--- config.mk ---
export PLATFORM = sky130hd
export DESIGN_NAME = partition_placement_allocator_top
export DESIGN_NICKNAME = d
export VERILOG_FILES = /design/src/rtl/core/ppa_pkg.sv /design/src/rtl/core/partition_placement_allocator_top.sv /design/src/rtl/core/ppa_cell.sv
export SDC_FILE = /design/constraint.sdc
export NUM_CORES = 2
export LEC_CHECK = 0
export ABC_CLOCK_PERIOD_IN_PS = 4500
export BUFFER_PORTS_ARGS = -buffer_cell sky130_fd_sc_hd__buf_4
export CAP_MARGIN = 30
export CORE_ASPECT_RATIO = 1.5
export CORE_MARGIN = 3
export CORE_UTILIZATION = 39
export CTS_CLUSTER_SIZE = 20
export DETAILED_ROUTE_END_ITERATION = 10
export GPL_TIMING_DRIVEN = 0
export PLACE_DENSITY = 0.52
export SLEW_MARGIN = 20
export SYNTH_ARGS = -nofsm -noshare
export SYNTH_HDL_FRONTEND = slang
export SYNTH_SLANG_ARGS = --single-unit
export TNS_END_PERCENT = 10
--- constraint.sdc ---
create_clock -name clock -period 4.5 [get_ports clock]
set_clock_uncertainty 0.15 [all_clocks]
set_input_delay 0.225 -clock clock [delete_from_list [all_inputs] [get_ports clock]]
set_output_delay 0.225 -clock clock [all_outputs]
set_load 0.05 [all_outputs]
--- src/rtl/core/ppa_pkg.sv ---
package ppa_pkg;

   localparam int PKG_MAX_PARTS = 16;
   localparam int SIZE_BITS     = 16;
   localparam int ID_BITS       = 8;
   localparam int SLOT_BITS     = 4;

   localparam logic KIND_APPEND = 1'b0;
   localparam logic KIND_PLACE  = 1'b1;

   localparam logic [1:0] STATUS_DONE  = 2'd0;
   localparam logic [1:0] STATUS_NOFIT = 2'd1;
   localparam logic [1:0] STATUS_FULL  = 2'd2;

   typedef enum logic [1:0] {
      RULE_FIRST = 2'd0,
      RULE_BEST  = 2'd1,
      RULE_WORST = 2'd2,
      RULE_NEXT  = 2'd3
   } rule_type;

   typedef enum logic {
      ST_IDLE = 1'b0,
      ST_SCAN = 1'b1
   } state_type;

   typedef struct packed {
      logic                 kind;
      logic [1:0]           strategy;
      logic [SIZE_BITS-1:0] part_size;
      logic                 occupied;
      logic [ID_BITS-1:0]   proc_id;
      logic [SIZE_BITS-1:0] proc_size;
   } req_type;

   typedef struct packed {
      logic [1:0]           status;
      logic [SLOT_BITS-1:0] slot;
      logic [SIZE_BITS-1:0] leftover;
   } rsp_type;

   // Search token that walks down the row of cells, one cell per cycle.
   typedef struct packed {
      logic                 valid;
      rule_type             rule;
      logic [SIZE_BITS-1:0] need;
      logic                 found;
      logic [SIZE_BITS-1:0] pick_left;
      logic                 alt_found;
      logic [SIZE_BITS-1:0] alt_left;
   } tok_type;

   // Write command broadcast to all cells.
   typedef struct packed {
      logic                 en;
      logic                 set_size;
      logic [SIZE_BITS-1:0] size;
      logic                 free;
   } wr_type;

endpackage

--- src/rtl/core/partition_placement_allocator_top.sv ---
// Fixed-partition placement allocator.
// An item is accepted on a rising edge where start is high and busy is low.
// An append item adds a partition at the end of the table, free or preloaded.
// A place item searches for a free partition by first, best, worst or next fit
// and marks the chosen one occupied. Every item gives exactly one result on
// rsp_data, marked by a one-cycle pulse on rsp_valid; the receiver cannot
// stall, so each result is taken in the cycle it is shown.
// Each partition lives in one cell of a row of MAX_PARTS cells. A place item
// launches a search token that moves one cell per cycle and carries the best
// candidate so far; the decision and write-back happen as it leaves the last cell.
// Append: the result appears in the cycle after acceptance, and busy stays low,
// so items can follow back to back.
// Place: busy stays high while the token walks down the row, so no new item
// is taken until the search ends; the result is registered as the token leaves
// the last cell.
// Reset clears the table, the partition count and the next-fit rover; the
// block accepts an item in the first cycle after reset is released.
module partition_placement_allocator_top import ppa_pkg::*; #(
   parameter int MAX_PARTS = PKG_MAX_PARTS
) (
   input  logic    clock,
   input  logic    reset,
   input  logic    start,
   output logic    busy,
   input  req_type req_data,
   output logic    rsp_valid,
   output rsp_type rsp_data
);

   localparam int IDX_W = $clog2(MAX_PARTS);
   localparam int CNT_W = $clog2(MAX_PARTS + 1);
   localparam logic [CNT_W-1:0] FULL_COUNT = CNT_W'(MAX_PARTS);

   state_type        state_ff, state_in;
   logic [CNT_W-1:0] count_ff, count_in;
   logic [IDX_W-1:0] rover_ff, rover_in;
   logic             rover_valid_ff, rover_valid_in;
   logic [IDX_W-1:0] start_ff, start_in;
   logic             rsp_valid_ff, rsp_valid_in;
   rsp_type          rsp_data_ff, rsp_data_in;

   wr_type           wr;
   logic [IDX_W-1:0] wr_idx;
   logic             accept;

   tok_type          tok_chain  [MAX_PARTS+1];
   logic [IDX_W-1:0] pick_chain [MAX_PARTS+1];
   logic [IDX_W-1:0] alt_chain  [MAX_PARTS+1];

   tok_type          tok_last;
   logic [IDX_W-1:0] pick_last, alt_last;

   assign accept   = start && (state_ff == ST_IDLE);
   assign tok_last = tok_chain[MAX_PARTS];
   assign pick_last = pick_chain[MAX_PARTS];
   assign alt_last  = alt_chain[MAX_PARTS];

   // The first cell sees the token in the accept cycle, before start_ff is loaded,
   // so the cells take the start index as it is being set.
   genvar gi;
   generate
      for (gi = 0; gi < MAX_PARTS; gi++) begin : g_cell
         ppa_cell #(
            .MAX_PARTS (MAX_PARTS),
            .CELL_IDX  (gi)
         ) u_cell (
            .clock     (clock),
            .reset     (reset),
            .tok_in    (tok_chain[gi]),
            .pick_in   (pick_chain[gi]),
            .alt_in    (alt_chain[gi]),
            .start_idx (start_in),
            .wr        (wr),
            .wr_idx    (wr_idx),
            .tok_out   (tok_chain[gi+1]),
            .pick_out  (pick_chain[gi+1]),
            .alt_out   (alt_chain[gi+1])
         );
      end
   endgenerate

   always_comb begin
      state_in       = state_ff;
      count_in       = count_ff;
      rover_in       = rover_ff;
      rover_valid_in = rover_valid_ff;
      start_in       = start_ff;
      rsp_valid_in   = 1'b0;
      rsp_data_in    = rsp_data_ff;
      wr             = '0;
      wr_idx         = '0;

      tok_chain[0]           = '0;
      tok_chain[0].rule      = rule_type'(req_data.strategy);
      tok_chain[0].need      = req_data.proc_size;
      pick_chain[0]          = '0;
      alt_chain[0]           = '0;

      case (state_ff)
         ST_IDLE: begin
            if (accept) begin
               if (req_data.kind == KIND_APPEND) begin
                  rsp_valid_in = 1'b1;
                  rsp_data_in  = '0;
                  if (count_ff == FULL_COUNT) begin
                     rsp_data_in.status = STATUS_FULL;
                  end else begin
                     wr.en              = 1'b1;
                     wr.set_size        = 1'b1;
                     wr.size            = req_data.part_size;
                     wr.free            = !req_data.occupied;
                     wr_idx             = count_ff[IDX_W-1:0];
                     count_in           = count_ff + CNT_W'(1);
                     rsp_data_in.status = STATUS_DONE;
                     rsp_data_in.slot   = SLOT_BITS'(count_ff);
                  end
               end else begin
                  tok_chain[0].valid = 1'b1;
                  // A stale rover, or none yet, starts next fit at the first entry.
                  if (rover_valid_ff && ({1'b0, rover_ff} < (IDX_W + 1)'(count_ff))) begin
                     start_in = rover_ff;
                  end else begin
                     start_in = '0;
                  end
                  state_in = ST_SCAN;
               end
            end
         end
         ST_SCAN: begin
            if (tok_last.valid) begin
               state_in     = ST_IDLE;
               rsp_valid_in = 1'b1;
               rsp_data_in  = '0;
               wr.set_size  = 1'b0;
               wr.free      = 1'b0;
               if (tok_last.found) begin
                  wr.en                = 1'b1;
                  wr_idx               = pick_last;
                  rsp_data_in.status   = STATUS_DONE;
                  rsp_data_in.slot     = SLOT_BITS'(pick_last);
                  rsp_data_in.leftover = tok_last.pick_left;
               end else if ((tok_last.rule == RULE_NEXT) && tok_last.alt_found) begin
                  wr.en                = 1'b1;
                  wr_idx               = alt_last;
                  rsp_data_in.status   = STATUS_DONE;
                  rsp_data_in.slot     = SLOT_BITS'(alt_last);
                  rsp_data_in.leftover = tok_last.alt_left;
               end else begin
                  rsp_data_in.status = STATUS_NOFIT;
               end
               if (wr.en && (tok_last.rule == RULE_NEXT)) begin
                  rover_in       = wr_idx;
                  rover_valid_in = 1'b1;
               end
            end
         end
         default: begin
            state_in = ST_IDLE;
         end
      endcase
   end

   always_ff @(posedge clock) begin
      if (reset) begin
         state_ff       <= ST_IDLE;
         count_ff       <= '0;
         rover_ff       <= '0;
         rover_valid_ff <= 1'b0;
         rsp_valid_ff   <= 1'b0;
      end else begin
         state_ff       <= state_in;
         count_ff       <= count_in;
         rover_ff       <= rover_in;
         rover_valid_ff <= rover_valid_in;
         rsp_valid_ff   <= rsp_valid_in;
      end
   end

   always_ff @(posedge clock) begin
      start_ff    <= start_in;
      rsp_data_ff <= rsp_data_in;
   end

   assign busy      = (state_ff == ST_SCAN);
   assign rsp_valid = rsp_valid_ff;
   assign rsp_data  = rsp_data_ff;

endmodule

--- src/rtl/core/ppa_cell.sv ---
module ppa_cell import ppa_pkg::*; #(
   parameter int MAX_PARTS = PKG_MAX_PARTS,
   parameter int CELL_IDX  = 0
) (
   input  logic                         clock,
   input  logic                         reset,
   input  tok_type                      tok_in,
   input  logic [$clog2(MAX_PARTS)-1:0] pick_in,
   input  logic [$clog2(MAX_PARTS)-1:0] alt_in,
   input  logic [$clog2(MAX_PARTS)-1:0] start_idx,
   input  wr_type                       wr,
   input  logic [$clog2(MAX_PARTS)-1:0] wr_idx,
   output tok_type                      tok_out,
   output logic [$clog2(MAX_PARTS)-1:0] pick_out,
   output logic [$clog2(MAX_PARTS)-1:0] alt_out
);

   localparam int IDX_W = $clog2(MAX_PARTS);
   localparam logic [IDX_W-1:0] MY_IDX = IDX_W'(CELL_IDX);

   logic [SIZE_BITS-1:0] size_ff;
   logic                 free_ff;
   tok_type              tok_ff, tok_in_next;
   logic [IDX_W-1:0]     pick_ff, alt_ff;
   logic [IDX_W-1:0]     pick_in_next, alt_in_next;
   logic                 fit, take, alt_take, at_or_after_start;
   logic [SIZE_BITS-1:0] left;

   always_comb begin
      fit               = tok_in.valid && free_ff && (size_ff >= tok_in.need);
      left              = size_ff - tok_in.need;
      at_or_after_start = (MY_IDX >= start_idx);
      case (tok_in.rule)
         RULE_FIRST: take = fit && !tok_in.found;
         RULE_BEST:  take = fit && (!tok_in.found || (left < tok_in.pick_left));
         RULE_WORST: take = fit && (!tok_in.found || (left > tok_in.pick_left));
         RULE_NEXT:  take = fit && !tok_in.found && at_or_after_start;
         default:    take = 1'b0;
      endcase
      // Next fit also remembers the first fit anywhere, used when the scan wraps.
      alt_take = fit && (tok_in.rule == RULE_NEXT) && !tok_in.alt_found;

      tok_in_next  = tok_in;
      pick_in_next = pick_in;
      alt_in_next  = alt_in;
      if (take) begin
         tok_in_next.found     = 1'b1;
         tok_in_next.pick_left = left;
         pick_in_next          = MY_IDX;
      end
      if (alt_take) begin
         tok_in_next.alt_found = 1'b1;
         tok_in_next.alt_left  = left;
         alt_in_next           = MY_IDX;
      end
   end

   always_ff @(posedge clock) begin
      if (reset) begin
         free_ff      <= 1'b0;
         tok_ff.valid <= 1'b0;
      end else begin
         if (wr.en && (wr_idx == MY_IDX)) begin
            free_ff <= wr.free;
         end
         tok_ff.valid <= tok_in_next.valid;
      end
   end

   always_ff @(posedge clock) begin
      if (wr.en && wr.set_size && (wr_idx == MY_IDX)) begin
         size_ff <= wr.size;
      end
      tok_ff.rule      <= tok_in_next.rule;
      tok_ff.need      <= tok_in_next.need;
      tok_ff.found     <= tok_in_next.found;
      tok_ff.pick_left <= tok_in_next.pick_left;
      tok_ff.alt_found <= tok_in_next.alt_found;
      tok_ff.alt_left  <= tok_in_next.alt_left;
      pick_ff          <= pick_in_next;
      alt_ff           <= alt_in_next;
   end

   assign tok_out  = tok_ff;
   assign pick_out = pick_ff;
   assign alt_out  = alt_ff;

endmodule

# Word-level counts from Yosys, hierarchy flattened
# Index checks and enable logic that the tools add are counted.
[classes]
add_sub_neg = 17
bitwise = 3
n_reduce_logical = 243
magnitude_cmp = 63
n_mux = 89
n_eq_ne = 68
[ops]
columns = ["operator", "n"]
rows = [
  ["$mux W16", 31],
  ["$ge A16 B16 Y1", 16],
  ["$sub A16 B16 Y16", 16],
  ["$gt A16 B16 Y1", 15],
  ["$lt A16 B16 Y1", 15],
  ["$logic_and A1 B1 Y1", 161],
  ["$eq A2 B2 Y1 const B", 33],
  ["$mux W22", 3],
  ["$pmux W1 S4", 15],
  ["$mux W19", 3],
  ["$pmux W22 S2", 1],
  ["$mux W4", 10],
  ["$mux W17", 2],
  ["$eq A2 B1 Y1 const B", 16],
  ["$eq A4 B4 Y1 const B", 8],
  ["$ge A4 B4 Y1 const A", 8],
  ["$logic_not A2 Y1", 16],
  ["$logic_not A1 Y1", 31],
  ["$logic_or A1 B1 Y1", 30],
  ["$mux W21", 1],
  ["$mux W20", 1],
  ["$eq A4 B3 Y1 const B", 4],
  ["$ge A3 B4 Y1 const A", 4],
  ["$mux W1", 14],
  ["18 further kinds", 29],
]
[totals]
output_inout_bits = 24
reg_bits = 1240
in_bits = 47

# Depth between registers and ports, before layout
[logic_depth]
ltp_word = 10
ltp_mapped = 21
mapped_depth_nobuf = 20

# Hierarchy
# Synthesis repeated with hierarchy kept, for this count alone.
[unflattened]
cells_unflattened = 5615
hier_area_um2 = 61657.9
[by_module_without_submodules]
columns = ["module", "area_per_inst_um2", "cells_per_inst", "seq_area_each_um2", "instances"]
rows = [
  ["ppa_cell (g_cell[14].u_cell ...)", 3774.9, 340, 1721.7, 2],
  ["ppa_cell (g_cell[9].u_cell)", 3903.7, 358, 1721.7, 1],
  ["ppa_cell (g_cell[6].u_cell)", 3834.9, 341, 1721.7, 1],
  ["ppa_cell (g_cell[7].u_cell)", 3769.9, 342, 1721.7, 1],
  ["ppa_cell (g_cell[11].u_cell)", 3768.6, 331, 1721.7, 1],
  ["ppa_cell (g_cell[3].u_cell)", 3763.6, 331, 1721.7, 1],
  ["ppa_cell (g_cell[15].u_cell)", 3731.1, 343, 1721.7, 1],
  ["ppa_cell (g_cell[10].u_cell)", 3712.3, 340, 1721.7, 1],
  ["ppa_cell (g_cell[13].u_cell)", 3709.8, 346, 1721.7, 1],
  ["ppa_cell (g_cell[1].u_cell)", 3706.1, 342, 1721.7, 1],
  ["ppa_cell (g_cell[0].u_cell)", 3693.5, 330, 1721.7, 1],
  ["ppa_cell (g_cell[8].u_cell)", 3662.3, 350, 1721.7, 1],
  ["ppa_cell (g_cell[2].u_cell)", 3628.5, 328, 1721.7, 1],
  ["ppa_cell (g_cell[5].u_cell)", 3612.2, 327, 1721.7, 1],
  ["+2 rows", "n/a", "n/a", "n/a", "n/a"],
]

# Least setup slack after synthesis
# Ideal clock, no wire load.
[synth_path]
path_type = "register to register"
startpoint = "register g_cell[6].u_cell.tok_ff (netlist bit g_cell[6].u_cell.tok_out[35])"
endpoint = "register g_cell[7].u_cell.tok_ff (netlist bit g_cell[7].u_cell.tok_out[27])"
path_slack_ns = -0.264
stages_incl_launch_ff = 20
setup_time_ns = 0.121
arrival_time_ns = 4.493
n_path_buf = 2
cell_sequence = "dfxtp_1 -> inv_1 -> ha_1 -> nor2b_1 -> o31a_1 -> o311ai_0 -> a21oi_1 -> a41o_1 -> o41ai_1 -> xnor2_1 -> ha_1 -> or4_1 -> a221oi_1 -> a21oi_1 -> a21oi_1 -> mux2i_1 -> a211o_1 -> buf_2 -> buf_2 -> mux2_2"
[synth_lines]
columns = ["item", "line", "text"]
rows = [
  ["from (decl)", "ppa_cell.sv:23", "tok_type tok_ff, tok_in_next;"],
  ["to (decl)", "ppa_cell.sv:23", ""],
]

==> results.md <==
- Fin. Hold Viols: 0
- Clock H-tree levels: 3
- ANT nets after route: 0
- Die Area: 0.148 mm^2
- Synth-to-Final Area Change: 19.8%
- CP max FO: 5
- Final Worst Setup Slack: -0.593 ns
- Sequential fraction of the synthesis area: 0.493
- Total core area: 0.142 mm^2
- Clock sink count: 1240
- CTS buffer count: 121
- Vias per std cell: 5.13
- Placed cells: 7131
- Yosys top cell by area: dfxtp_1
- Worst Setup Start Kind: flop
- # IOs: 71
- Tmin final: 5.09 ns
- Final WL: 182 mm
- Layout net count: 6121
- Synth unique cells: 93
- IO buf count: 61
- Die W: 315 um
- Max Cap Viol: 0
- Dpl hpwl: 146 mm
- Min-Delay Path Class: in -> reg
- Syn avg cell area: 10.9 um^2
- Failing checks: setup timing
- Largest net degree at the start of global routing: 24
- Final instance area: 0.0671 mm^2
- Synth Register Bits: 1240
- Pwr/cell area: 370 mW/mm^2
- Via count: 38.5k
- WP data required: 4.99 ns
- Yosys warns: 0
- Synth Cell Area: 0.0560 mm^2
- CTS clk-pin slew, worst paths: 0.07 ns
- Final Wtd Congestion: 0.923
- Critical Path End Type: flop
- Top post-synthesis cells by area: dfxtp_1 (34%), edfxtp_1 (15%), ha_1 (12%), mux2_2 (8.5%), inv_1 (4.3%)
- Maximum root-to-sink buffer count: 3
- Vias in the first global route: 39.4k
- Clock root cell: clkbuf_16
- Critical path class: reg -> reg
- Commonest cells post-synth: dfxtp_1 (962), inv_1 (637), ha_1 (545)
- RSZ-0062 raised after global routing: yes
- WP data arrival: 5.58 ns
- Top-count cell post-synth: dfxtp_1
- Ratio of final minimum period to clock period: 1.13
- Total iterations of the first detailed-routing run: 5
- Number of synthesized flops with an enable pin: 278
- Post-Synthesis Cells: 5154
- Initial antenna violation count: 8
- WL/cell: 24.3 um
- Clock Latency Late Sink: 0.78 ns
- Run status: complete, but fails checks
- Static leakage: 28.6 nW
- Synth Flop Type: dfxtp_1
- Net count of the mapped netlist: 5762
- DP Area: 0.0595 mm^2
- Ys async rst share: 0
- Cell row count: 169
- DRT iter0 DRCs: 1933
- Setup violations, final: 203
- GRT Util Overall: 0.242
- Pwr Total: 24.8 mW
- Grt ovf: 0
- Post-synth top area share: 0.344
- Ratio of cells with drive above 1 in the final layout: 0.214
- Worst vdd ir: 0.000373 V
- Initial Util: 0.394
- First-pass GRT wire length: 259 mm
- Final Non-Filler Cells: 7508
- Final Max Tran Viols: 0
- Die height: 470 um
- Slew margin rel.: 0.308
- Post-route DRC violation count: 0
- Tightest Pin Transition: 1.04 ns
- CTS tree: yes
- Fmax: 0.196 GHz
-- stage by stage --
stage          hold slack [ns]  utilization  setup WS, ns  TNS (ns)
2_1_floorplan            0.103            -       -0.0230    -0.243
3_3_place_gp             0.188        0.414         -2.00   -367.94
3_5_place_dp             0.187        0.419         -2.07   -293.87
4_1_cts                0.00504        0.465        -0.648    -79.03
5_1_grt                 0.0178        0.472        -0.660   -100.76
6_report                0.0344        0.473        -0.593    -56.00
-- where the power goes --
group | internal (mW) | switching (mW) | total (mW) | leakage [nW]
logic | 1.01 | 1.47 | 2.48 | 16.1
clock network | 6.06 | 4.63 | 10.7 | 2.11
registers | 11.5 | 0.162 | 11.7 | 10.4
-- sequential cells by signal, indices dropped and copies added (netlist names), 5 cells and up --
name                    count
rsp_data                   22
g_cell.u_cell.tok_out     832
g_cell.u_cell.alt_out      49
g_cell.u_cell.pick_out     49
count_ff                    5
g_cell.u_cell.free_ff      16
g_cell.u_cell.size_ff     256
-- cell type report --
| class | count | area (um^2) |
|---|---|---|
| plain buffers | 85 | 611 |
| flip-flops and latches | 1240 | 27700 |
| well taps | 1881 | 2350 |
| clock buffers | 159 | 3510 |
| multi-input cells | 3190 | 27400 |
| fillers | 13300 | 75000 |
| diodes | 5 | 12.5 |
| clock inverters | 73 | 756 |
| repair buffers | 237 | 2390 |
| inverters | 638 | 2400 |
-- path summary, 6_finish.rpt --
path                                              start                               endpoint  slack [ns]  depth (start not counted)
hold / removal                             req_data[31]  g_cell[4].u_cell.size_ff[6]$_DFFE_PP_        0.03                          2
hold reg to reg    g_cell[9].u_cell.tok_out[49]$_DFF_P_  g_cell[10].u_cell.tok_out[49]$_DFF_P_        0.19                          0
setup / recovery  g_cell[4].u_cell.size_ff[1]$_DFFE_PP_   g_cell[4].u_cell.tok_out[23]$_DFF_P_       -0.59                         18
setup reg to reg  g_cell[4].u_cell.size_ff[1]$_DFFE_PP_   g_cell[4].u_cell.tok_out[23]$_DFF_P_       -0.59                         18
-- critical path: stages (launching register included) --
cell      delay [ns]
edfxtp_1        0.44
ha_4            0.25
nor2b_4         0.12
o31a_1          0.32
o21ai_2         0.23
a21oi_4         0.11
a211o_4         0.38
a2111o_1        0.37
o211ai_1        0.20
ha_1            0.22
nand4_1         0.24
nor3_4          0.35
o31ai_4         0.13
o211ai_1        0.13
mux2i_1         0.23
nand3b_1        0.16
a221oi_4        0.36
buf_6           0.21
mux2_4          0.35
-- logic make-up (layout without fill, tap and decap cells) --
| kind of cell | count (synthesis) | after routing | share of synthesized area |
|---|---|---|---|
| xor gates and xnor gates | 193 | 193 | 0.0302 |
| DFF | 1240 | 1240 | 0.493 |
| and+or+nand+nor | 1077 | 1077 | 0.0980 |
| other | 0 | 5 | 0 |
| adders and majority gates | 561 | 561 | 0.127 |
| buffers and inverters | 724 | 1192 | 0.0496 |
| muxes | 512 | 512 | 0.102 |
| AOI/OAI and AO/OA | 847 | 847 | 0.100 |
-- placed cells by master, fill, tap and decap left out, types with 86 or more instances in the layout --
master,netlist,layout
dfxtp_1,962,936
inv_1,637,634
ha_1,545,522
mux2_2,423,380
edfxtp_1,278,278
nor2_1,286,265
a21oi_1,238,204
nand2_1,184,181
buf_4,0,137
clkbuf_16,0,131
xnor2_1,134,118
a21o_1,114,114
o21ai_0,143,113
nor2b_1,107,101
nand2b_1,87,86
-- what timing repair did --
| action | 4_1_cts | 5_1_grt |
|---|---|---|
| setup buffers | 62 | 32 |
| pin swaps | 76 | 87 |
| hold buffers | 48 | 0 |
| gates cloned | 5 | 2 |
| setup endpoints to repair | 295 | 296 |
| resized for setup | 303 | 180 |
| hold endpoints to repair | 97 | 0 |
-- layer usage --
metal,vias to the layer above,global-route usage,part of all wire
met4,0,0.180,0.090
met2,765,0.481,0.56
met1,18600,0.221,0.33
met3,403,0.0210,0.023
met5,-,0,0
li1,18700,-,-
Power figures use the tool's default switching activity.
